==> config.mk <==
export PLATFORM = sky130hd
export DESIGN_NAME = wrt_cmp
export DESIGN_NICKNAME = d
export VERILOG_FILES = /design/src/rtl/wrt_pkg.sv /design/src/rtl/wrt_cmp.sv
export SDC_FILE = /design/constraint.sdc
export NUM_CORES = 1
export LEC_CHECK = 0
export BUFFER_PORTS_ARGS = -buffer_cell sky130_fd_sc_hd__buf_2
export CORE_ASPECT_RATIO = 2
export CORE_MARGIN = 5
export CORE_UTILIZATION = 43
export DETAILED_ROUTE_END_ITERATION = 8
export PLACE_DENSITY = 0.92
export SYNTH_ARGS = -nofsm -noshare
export SYNTH_HDL_FRONTEND = slang
export SYNTH_SLANG_ARGS = --single-unit
==> constraint.sdc <==
create_clock -name vclk -period 2.47
set_clock_uncertainty 0.05 [all_clocks]
set_input_delay 0.1235 -clock vclk [all_inputs]
set_output_delay 0.1235 -clock vclk [all_outputs]
set_load 0.05 [all_outputs]
==> src/rtl/wrt_pkg.sv <==
package wrt_pkg;

  localparam int DEF_NUM_STATES  = 15;
  localparam int DEF_NUM_ACTIONS = 7;
  localparam int DEF_VALUE_WIDTH = 32;

  localparam int PROBES  = 8;
  localparam int PROBE_W = $clog2(PROBES);

  localparam int OPC_W = 2;
  localparam int IDX_S_W = 4;
  localparam int IDX_A_W = 3;
  localparam int IO_VAL_W = 32;

  localparam logic [OPC_W-1:0] OP_WRITE = 2'd0;
  localparam logic [OPC_W-1:0] OP_READ  = 2'd1;
  localparam logic [OPC_W-1:0] OP_CLEAR = 2'd2;

endpackage

==> src/rtl/wrt_cmp.sv <==
module wrt_cmp #(
  parameter int WIDTH = wrt_pkg::DEF_VALUE_WIDTH
) (
  input  logic signed [WIDTH-1:0] lhs,
  input  logic signed [WIDTH-1:0] rhs,
  output logic                    lt,
  output logic signed [WIDTH-1:0] low
);
  import wrt_pkg::*;

  // signed less-than, shared by the min and max updates
  assign lt  = lhs < rhs;
  assign low = lt ? lhs : rhs;

endmodule

==> Yosys cells after proc, flatten, opt, wreduce, memory -nomap -nowiden <==
Index checks and enable logic that the tools add are counted.
{ "totals": {"register_bits": 0, "input_bits": 64, "output_inout_bits": 33, "elab_cells": 2} }
{ "classes": {"order_cmp": 1, "mux": 1} }
{ "op_table": {"columns": ["cell", "count"], "rows": [
  ["32-bit less-than comparator", 1],
  ["32-bit two-way mux", 1]
]} }

==> Depth between registers and ports, before layout <==
Gate-level depths: netlist of the first run.
{ "logic_depth": {"depth_word": 2, "mapped_depth": 10, "depth_no_buf": 9} }

==> Least setup slack after synthesis of the first run <==
No wires, ideal clock.
{ "synth_path": {"path_type": "input-to-output", "start": "in rhs[7]", "end": "out low[10]", "arrival_ps": 2137, "path_slack_ps": 160, "cell_stages": 9, "path_buffers": 1, "path_cell_list": "inv_1 ha_1 nand4_1 o311a_1 o41ai_2 a211oi_2 mux2i_4 buf_6 mux2_4"} }
{ "synth_via": {"elab_chain_cells": 2} }
{ "synth_rtl": {"columns": ["item", "line_no", "rtl"], "rows": [
  ["start: declaration", "wrt_cmp.sv:5", "input logic signed [WIDTH-1:0] rhs,"],
  ["32-bit less-than comparator", "wrt_cmp.sv:12", "assign lt = lhs < rhs;"],
  ["32-bit two-way mux", "wrt_cmp.sv:13", "assign low = lt ? lhs : rhs;"],
  ["end: declaration", "wrt_cmp.sv:7", "output logic signed [WIDTH-1:0] low"]
]} }
Every way passes these cells.

==> Worst setup path in the final report of the first run <==
{ "layout_path": {"start": "in rhs[3]", "end": "out low[18]"} }
The elaborated chain is that of the path after synthesis.

==> reports/qor.csv, run 1 <==
metric,value,unit
status,"complete, but fails checks",
violations,setup timing,
routabilityCongestion,0.7624,
synth_common_cells,"33 x inv_1, 31 x ha_1, 29 x mux2_4, 13 x a21oi_1, 9 x nand2_1",
maxSlewHeadroom,77.28,%
p_switching,516.1,µW
period_minus_slack,2.506,ns
crit_fanout,15,
max_freq,399.1,MHz
drt_iter0_drc,27,
crit_path_end_kind,primary output,
core_area,2943,µm²
dp_hpwl,3438,µm
clkPwrFrac,0,%
start_util,44.47,%
nClkBuffers,0,
ys_seq_area_share,0,%
cts_hold_repair.buffers,0,
fin_total_pwr,940.9,µW
die_h,88.02,µm
path_cells,buf_2 -> inv_1 -> ha_1 -> a211o_1 -> a31oi_1 -> o311a_1 -> o41ai_2 -> a211oi_2 -> mux2i_4 -> buf_12 -> mux2_4 -> buf_6,
fin_ws,-0.03582,ns
ys_top_cells_by_area,"mux2_4 33%, ha_1 30%, inv_1 9.5%, a21oi_1 5.0%, nand4_1 2.9%",
synthesis.instances,148,
combPwrFrac,100.0,%
wl_met3,354,µm
fin_nets,348,
setup_viol,28,
wire_per_inst,17.99,µm
fin_util,76.57,%
fin_area,2253,µm²
vias,1577,
wl,5054,µm
yosys_warnings,0,
swShare,54.85,%
ir_drop,0.2831,mV
numSequentialCells,0,
grt_pass1_wl,6279,µm
syn_area,1309,µm²
pre_cts_ws,-0.1401,ns
slowest_stage,mux2_4,
yosys.area.top_type,mux2_4,
antenna_found_initial,0,
yosysTopAreaCellShare,33.27,%
crit_arrival,2.33,ns
top_layer,met4,
syn-num-nets,243,
wl_met1,1759,µm
track_usage,17.40,%
leakage,0.001307,µW
fin_crit_sh,101.5,%
finalHoldViolations,0,
synth_cell_types,22,
maxCapViolCount,0,
viasPerCell,5.612,
grt_max_degree,16,
ff_latch_area,0,µm²
drive_gt1_share,60.96,%
diodes,0,
die_area,4314,µm²
worst_setup_path_start_kind,primary input,
rows,28,
rsz0062_at_grt,true,
critPathMaxStageDelay,0.31,ns
tightest_slew,0.3376,ns
drc,0,
io_buffers,97,
required,2.30,ns
firstDrtPassIters,4,
grt.overflow.total,0,
grt_pass1_vias,1539,
fp.dieW,49.01,µm
io_pins,97,
path_class,primary input to primary output,
antenna_left,0,
area.growth.synth_to_final,72.18,%
post_dp_cell_area,1863,µm²
avgSynthCellArea,8.843,µm²
yosysMostFrequentCell,inv_1,
seqPwrFrac,0,%
p_per_area,417.5,nW/µm²
wl_met2,2822,µm
slew_violations,0,
intPower,424.8,µW
hold_path_class,primary input to primary output,
-- cell usage in the layout, fill, tap and decap left out, drive strengths merged --
| master | n |
|---|---|
| a211o | 1 |
| a211oi | 1 |
| a21o | 1 |
| a21oi | 13 |
| a221oi | 1 |
| a31oi | 1 |
| buf | 106 |
| ha | 31 |
| inv | 33 |
| mux2 | 32 |
| mux2i | 1 |
| nand2 | 9 |
| nand3 | 3 |
| nand4 | 6 |
| nor2 | 3 |
| nor3 | 1 |
| nor4 | 1 |
| o21ai | 4 |
| o311a | 1 |
| o41ai | 1 |
| or2b | 1 |
-- routing by layer --
layer / track usage [%] / vias up
li1: - / 735
met1: 15.55 / 746
met2: 38.33 / 86
met3: 3.237 / 10
met4: 2.696 / 0
met5: 0 / -
-- worst paths after layout --
kind | startpoint | endpoint | slack (ns) | depth (start not counted)
worst min-delay path | rhs[4] | low[4] | 0.54 | 3
worst max-delay path | rhs[3] | low[18] | -0.04 | 12
-- logic make-up after synthesis --
group           share of synthesized area, %
simple gates                           8.891
mux                                    37.57
compound gates                         11.86
fa+ha+maj                              29.64
buf+inv                                12.05
-- power by group through the flow --
stage | Combinational, µW | Clock, µW | Sequential (µW)
2_1_floorplan | 578 | 0 | 0
3_3_place_gp | 742 | 0 | 0
3_5_place_dp | 757 | 0 | 0
4_1_cts | 841 | 0 | 0
5_1_grt | 985 | 0 | 0
6_report | 941 | 0 | 0
-- area by class of cell --
class / instances / area (µm²)
repair buffers: 106 / 850.8
inverters: 33 / 126.4
well taps: 30 / 37.54
multi-input cells: 112 / 1239
fillers: 181 / 689.4
-- per-stage QoR --
step	std cells	setup TNS (ns)	hold WS, ns
floorplan	148	0	0.4194
global placement	279	-2.258	0.6534
detailed placement	279	-3.910	0.6562
CTS	280	-0.6088	0.5646
global route	281	-3.850	0.5504
finish	281	-0.5631	0.5444
-- worst max-delay path: cells and delay by family --
| kind | cells | cell delay [ns] |
|---|---|---|
| muxes | 2 | 0.48 |
| AOI/OAI and AO/OA | 5 | 1.02 |
| adders and majority gates | 1 | 0.20 |
| buffers and inverters | 4 | 0.49 |
-- what timing repair did --
| item | CTS | global route |
|---|---|---|
| gates resized for setup | 49 | 60 |
| endpoints found under the setup margin | 31 | 33 |
| setup buffers | 1 | 1 |
| cloned | 0 | 0 |
| pin swaps | 2 | 5 |
Note: power is estimated with default switching activity, not from simulation.
==> run 2: changes to the inputs <==
- BUFFER_PORTS_ARGS: -buffer_cell sky130_fd_sc_hd__buf_2 -> -buffer_cell sky130_fd_sc_hd__buf_4
- TNS_END_PERCENT: unset -> 30
==> run 2 against run 1 <==
The run still ends with setup timing left. Worst setup slack worse by 0.20 ns. Global-route usage rose by 6.6 points. Sequential cell count is the same. Non-clock buffer count rose by 4. Largest power group unchanged.
==> reports/qor.csv, run 2 (same netlist as run 1, synthesis figures left out) <==
metric,value,unit,change
vias,1687,,+7.0%
die_area,4314,µm²,unchanged
drt_iter0_drc,51,,+89%
whs_endpoint,low[22],,
diodes,0,,unchanged
worst_setup_path_start_kind,primary input,,
fin_nets,352,,+1.1%
fp.dieW,49.01,µm,unchanged
grt_pass1_vias,1786,,+16%
die_h,88.02,µm,unchanged
layout_commonest_cell,buf_4,,
slowest_stage,ha_1,,
antenna_found_initial,0,,unchanged
ff_latch_area,0,µm²,unchanged
rows,28,,unchanged
whs_path_depth,3,,unchanged
placed_cells,279,,unchanged
fin_crit_sh,109.7,%,+8.3 points
wire_per_inst,22.32,µm,+24%
violations,setup timing,,
start_util,44.47,%,unchanged
slew_violations,0,,unchanged
grt.overflow.total,0,,unchanged
cts_hold_repair.buffers,0,,unchanged
fin_ws,-0.2402,ns,-0.2044 ns
wl,6360,µm,+26%
track_usage,23.96,%,+6.6 points
critPathBufInv,4,,unchanged
finalHoldViolations,0,,unchanged
io_buffers,97,,unchanged
drc,0,,unchanged
min-delay-start,rhs[22],,
maxCapViolCount,0,,unchanged
p_per_area,417.0,nW/µm²,-0.13%
crit_path_end_kind,primary output,,
tightest_slew,0.3843,ns,+0.04664 ns
setup_viol,33,,+18%
nClkBuffers,0,,unchanged
critical_path.top_delay_family,compound AO/OA/AOI/OAI gates,,
leakage,0.001385,µW,+5.9%
wl_met3,475,µm,+34%
io_pins,97,,unchanged
antenna_left,0,,unchanged
crit_fanout,8,,-7
final_cell_mix,"62 x buf_4, 39 x buf_6, 31 x mux2_4",,
routabilityCongestion,0.8637,,+13%
max_freq,369.0,MHz,-7.5%
wl_met2,3429,µm,+22%
numSequentialCells,0,,unchanged
core_area,2943,µm²,unchanged
hold_path_class,primary input to primary output,,
rsz0062_at_grt,true,,
path_cells,buf_4 -> ha_1 -> a21oi_1 -> o21ai_0 -> a21oi_1 -> o41ai_2 -> a211oi_2 -> mux2i_4 -> buf_12 -> buf_12 -> mux2_4 -> buf_6,,
ir_drop,0.2720,mV,-3.9%
grt_max_degree,9,,-7
critPathLaunch,lhs[11],,
period_minus_slack,2.710,ns,+0.2044 ns
wl_met1,2054,µm,+17%
area.growth.synth_to_final,88.34,%,
firstDrtPassIters,4,,unchanged
tns,-7.135,ns,-6.572 ns
critPathMaxStageDelay,0.33,ns,+0.02 ns
dp_hpwl,3748,µm,+9.0%
path_class,primary input to primary output,,
maxSlewHeadroom,74.11,%,-3.2 points
grt_pass1_wl,8342,µm,+33%
drive_gt1_share,61.57,%,+0.61 points
top_layer,met4,,
viasPerCell,5.919,,+5.5%
status,"complete, but fails checks",,
instances_no_fill,285,,+1.4%
required,2.30,ns,about the same
crit_arrival,2.54,ns,+0.21 ns
## run 2: cell types whose count changed in the layout (fill, tap and decap cells not counted), sizes merged
cell,previous run,this run
buf,106,110
## run 2: what timing repair did
| action | 4_1_cts | 5_1_grt |
|---|---|---|
| pin swaps | 6 | 11 |
| endpoints found under the hold margin | 0 | 0 |
| buffers inserted | 3 | 2 |
| gates resized for setup | 46 | 24 |
| setup endpoints to repair | 31 | 33 |
| gates cloned | 1 | 0 |
## run 2: cell type report
cell class | instances | area, µm²
inverters | 33 | 131.4
multi-input cells | 112 | 1234
repair buffers | 110 | 1062
well taps | 30 | 37.54
fillers | 147 | 478.0
## run 2: worst max path at each step
stage	end	cells past startpoint
2_1_floorplan	low[10]	9
3_3_place_gp	low[24]	11
3_5_place_dp	low[21]	12
4_1_cts	low[21]	13
5_1_grt	low[15]	13
6_report	low[15]	12
## run 2: through the flow
| step | utilization, % | total power, µW | setup slack (ns) | area (µm²) | hold WS (ns) |
|---|---|---|---|---|---|
| after global placement | 71.56 | 819.9 | -0.09958 | 2106 | 0.5858 |
| after CTS | 79.55 | 961.7 | -0.08189 | 2341 | 0.5533 |
| after global routing | 83.76 | 1064 | -0.2573 | 2465 | 0.5710 |
| after floorplan | - | 577.6 | 0.1595 | 1309 | 0.4194 |
| after detailed placement | 71.56 | 837.4 | -0.1719 | 2106 | 0.5893 |
| final | 83.76 | 1028 | -0.2402 | 2465 | 0.5588 |
## run 2: report_power, final
part           internal (µW)  switching, µW  total, µW
Sequential                 0              0          0
Combinational            481            547       1030
Clock                      0              0          0
## run 2: metal layers
metal,vias up,global-route usage [%]
li1,739,-
met5,-,0
met4,0,8.088
met3,36,4.429
met2,119,49.29
met1,793,22.61
==> run 3: changes to the inputs <==
- ABC_AREA: unset -> 1
- CORE_UTILIZATION: 43 -> 44
- PLACE_DENSITY: 0.92 -> 0.93
==> run 3 against run 2 <==
Via count rose by 16%. The flow now finishes without violations. Critical endpoint unchanged. Clock-buffer cell count did not move. Global-route usage down 3.4 points. Synthesized cell count up 64%.
==> reports/qor.csv, run 3 <==
metric,value,unit,change
syn-num-nets,338,,+39%
synth_cell_types,15,,-32%
whs_endpoint,low[11],,
slew_violations,0,,unchanged
maxCapViolCount,0,,unchanged
yosys_warnings,0,,unchanged
ir_drop,0.3213,mV,+18%
leakage,0.001357,µW,-2.0%
wl,4679,µm,-26%
maxSlewHeadroom,84.98,%,+11 points
antenna_found_initial,0,,unchanged
multi_input_area,1124,µm²,-8.9%
instances_no_fill,366,,+28%
core_area,2943,µm²,unchanged
antenna_left,0,,unchanged
vias,1959,,+16%
diodes,0,,unchanged
firstDrtPassIters,4,,unchanged
viasPerCell,5.352,,-9.6%
p_per_area,422.9,nW/µm²,+1.4%
required,2.30,ns,about the same
fin_crit_sh,89.32,%,-20 points
track_usage,20.53,%,-3.4 points
synth_common_cells,"65 x nand3_1, 60 x nand2_1, 40 x inv_1, 31 x ha_1, 15 x a21oi_1",,
syn_area,1341,µm²,+2.5%
io_pins,97,,unchanged
dp_hpwl,4087,µm,+9.0%
ff_latch_area,0,µm²,unchanged
io_buffers,97,,unchanged
worst_setup_path_start_kind,primary input,,
nClkBuffers,0,,unchanged
drt_iter0_drc,29,,-43%
yosysMostFrequentCell,nand3_1,,
fin_total_pwr,889.6,µW,-13%
drive_gt1_share,32.14,%,-29 points
yosys.area.top_type,ha_1,,
drc,0,,unchanged
fillers,271,,+84%
tns,0,ns,+7.135 ns
routabilityCongestion,0.7735,,-10%
numSequentialCells,0,,unchanged
avgSynthCellArea,5.520,µm²,-38%
synthesis.instances,243,,+64%
layout_commonest_cell,buf_4,,
path_class,primary input to primary output,,
max_freq,453.3,MHz,+23%
rows,28,,unchanged
final_cell_mix,"104 x buf_4, 65 x nand3_1, 60 x nand2_1",,
grt_pass1_vias,1888,,+5.7%
die_h,88.08,µm,about the same
yosysTopAreaCellShare,28.92,%,-4.4 points
start_util,45.58,%,+1.1 points
ctsResizeCount,0,,-100%
crit_arrival,2.03,ns,-0.51 ns
min-delay-start,lhs[11],,
placed_cells,366,,+31%
grt_max_degree,24,,+15
hold_path_class,primary input to primary output,,
tightest_slew,0.2234,ns,-0.1608 ns
finalHoldViolations,0,,unchanged
status,finished clean,,
period_minus_slack,2.206,ns,-0.5040 ns
die_area,4319,µm²,+0.13%
area.growth.synth_to_final,56.81,%,
cts_hold_repair.buffers,0,,unchanged
fp.dieW,49.04,µm,about the same
fin_nets,433,,+23%
ys_top_cells_by_area,"ha_1 29%, nand3_1 24%, nand2_1 17%, inv_1 11%, a21oi_1 5.6%",,
ys_seq_area_share,0,%,unchanged
crit_path_end_kind,primary output,,
setup_viol,0,,-100%
cts_setup_buffers,0,,-3
wire_per_inst,12.78,µm,-43%
grt.overflow.total,0,,unchanged
whs_path_depth,4,,+1
crit_fanout,23,,+15
grt_pass1_wl,7569,µm,-9.3%
## run 3: changes by cell type after synthesis, sizes merged, moves of 3 or more
cell and change:
mux2 -32, nand3 +62, nand4 -4, nand2 +53, inv +7, nor2 +3
buf +9
## run 3: stage by stage
stage                     utilization [%]  instance area (µm²)  setup slack (ns)  hold slack (ns)
final                               71.47                 2103            0.2638           0.5856
after global routing                71.47                 2103        -0.0001628           0.6056
after CTS                           71.34                 2100            0.1827           0.5871
after detailed placement            71.34                 2100            0.1879           0.5869
after global placement              71.34                 2100            0.2599           0.5846
after floorplan                         -                 1341            0.1564           0.5341
## run 3: kinds of logic after synthesis
group	synth area share (%)
simple gates	46.27
buf+inv	16.23
fa+ha+maj	28.92
compound gates	8.582
## run 3: worst max-delay path by stage
stage              end  slack (ns)  cells past startpoint    start
2_1_floorplan  low[31]        0.16                     11   rhs[5]
3_3_place_gp   low[13]        0.26                     13  rhs[31]
3_5_place_dp   low[14]        0.19                     12  lhs[31]
4_1_cts        low[14]        0.18                     12  lhs[31]
5_1_grt        low[30]     -0.0002                     13  rhs[31]
6_report       low[15]        0.26                     12  lhs[31]
## run 3: area by class of cell
cell class,instances,share of cell area (%)
multi-input cells,191,53.42
repair buffers,105,37.66
inverters,40,7.139
well taps,30,1.785
## run 3: worst max-delay path: stages
cell and delay [ns]:
buf_4 0.12, ha_1 0.34, nand2_1 0.09, nor2_1 0.15, nand4_1 0.14, nor4_2 0.18, nand2_1 0.13, nand3_1 0.13
buf_6 0.23, nand3_1 0.10, nand2_1 0.09, buf_4 0.20
## run 3: per-layer routing
metal / track usage [%] / vias up / share of wire (%)
met5: 0 / - / 0
met3: 1.704 / 2 / 5.4
li1: - / 996 / -
met2: 47.26 / 64 / 61
met1: 18.50 / 897 / 33
met4: 1.716 / 0 / 0.36
## run 3: where the power goes
part           switching (µW)  total (µW)  internal, µW
combinational             585         890           305
sequential                  0           0             0
clock                       0           0             0
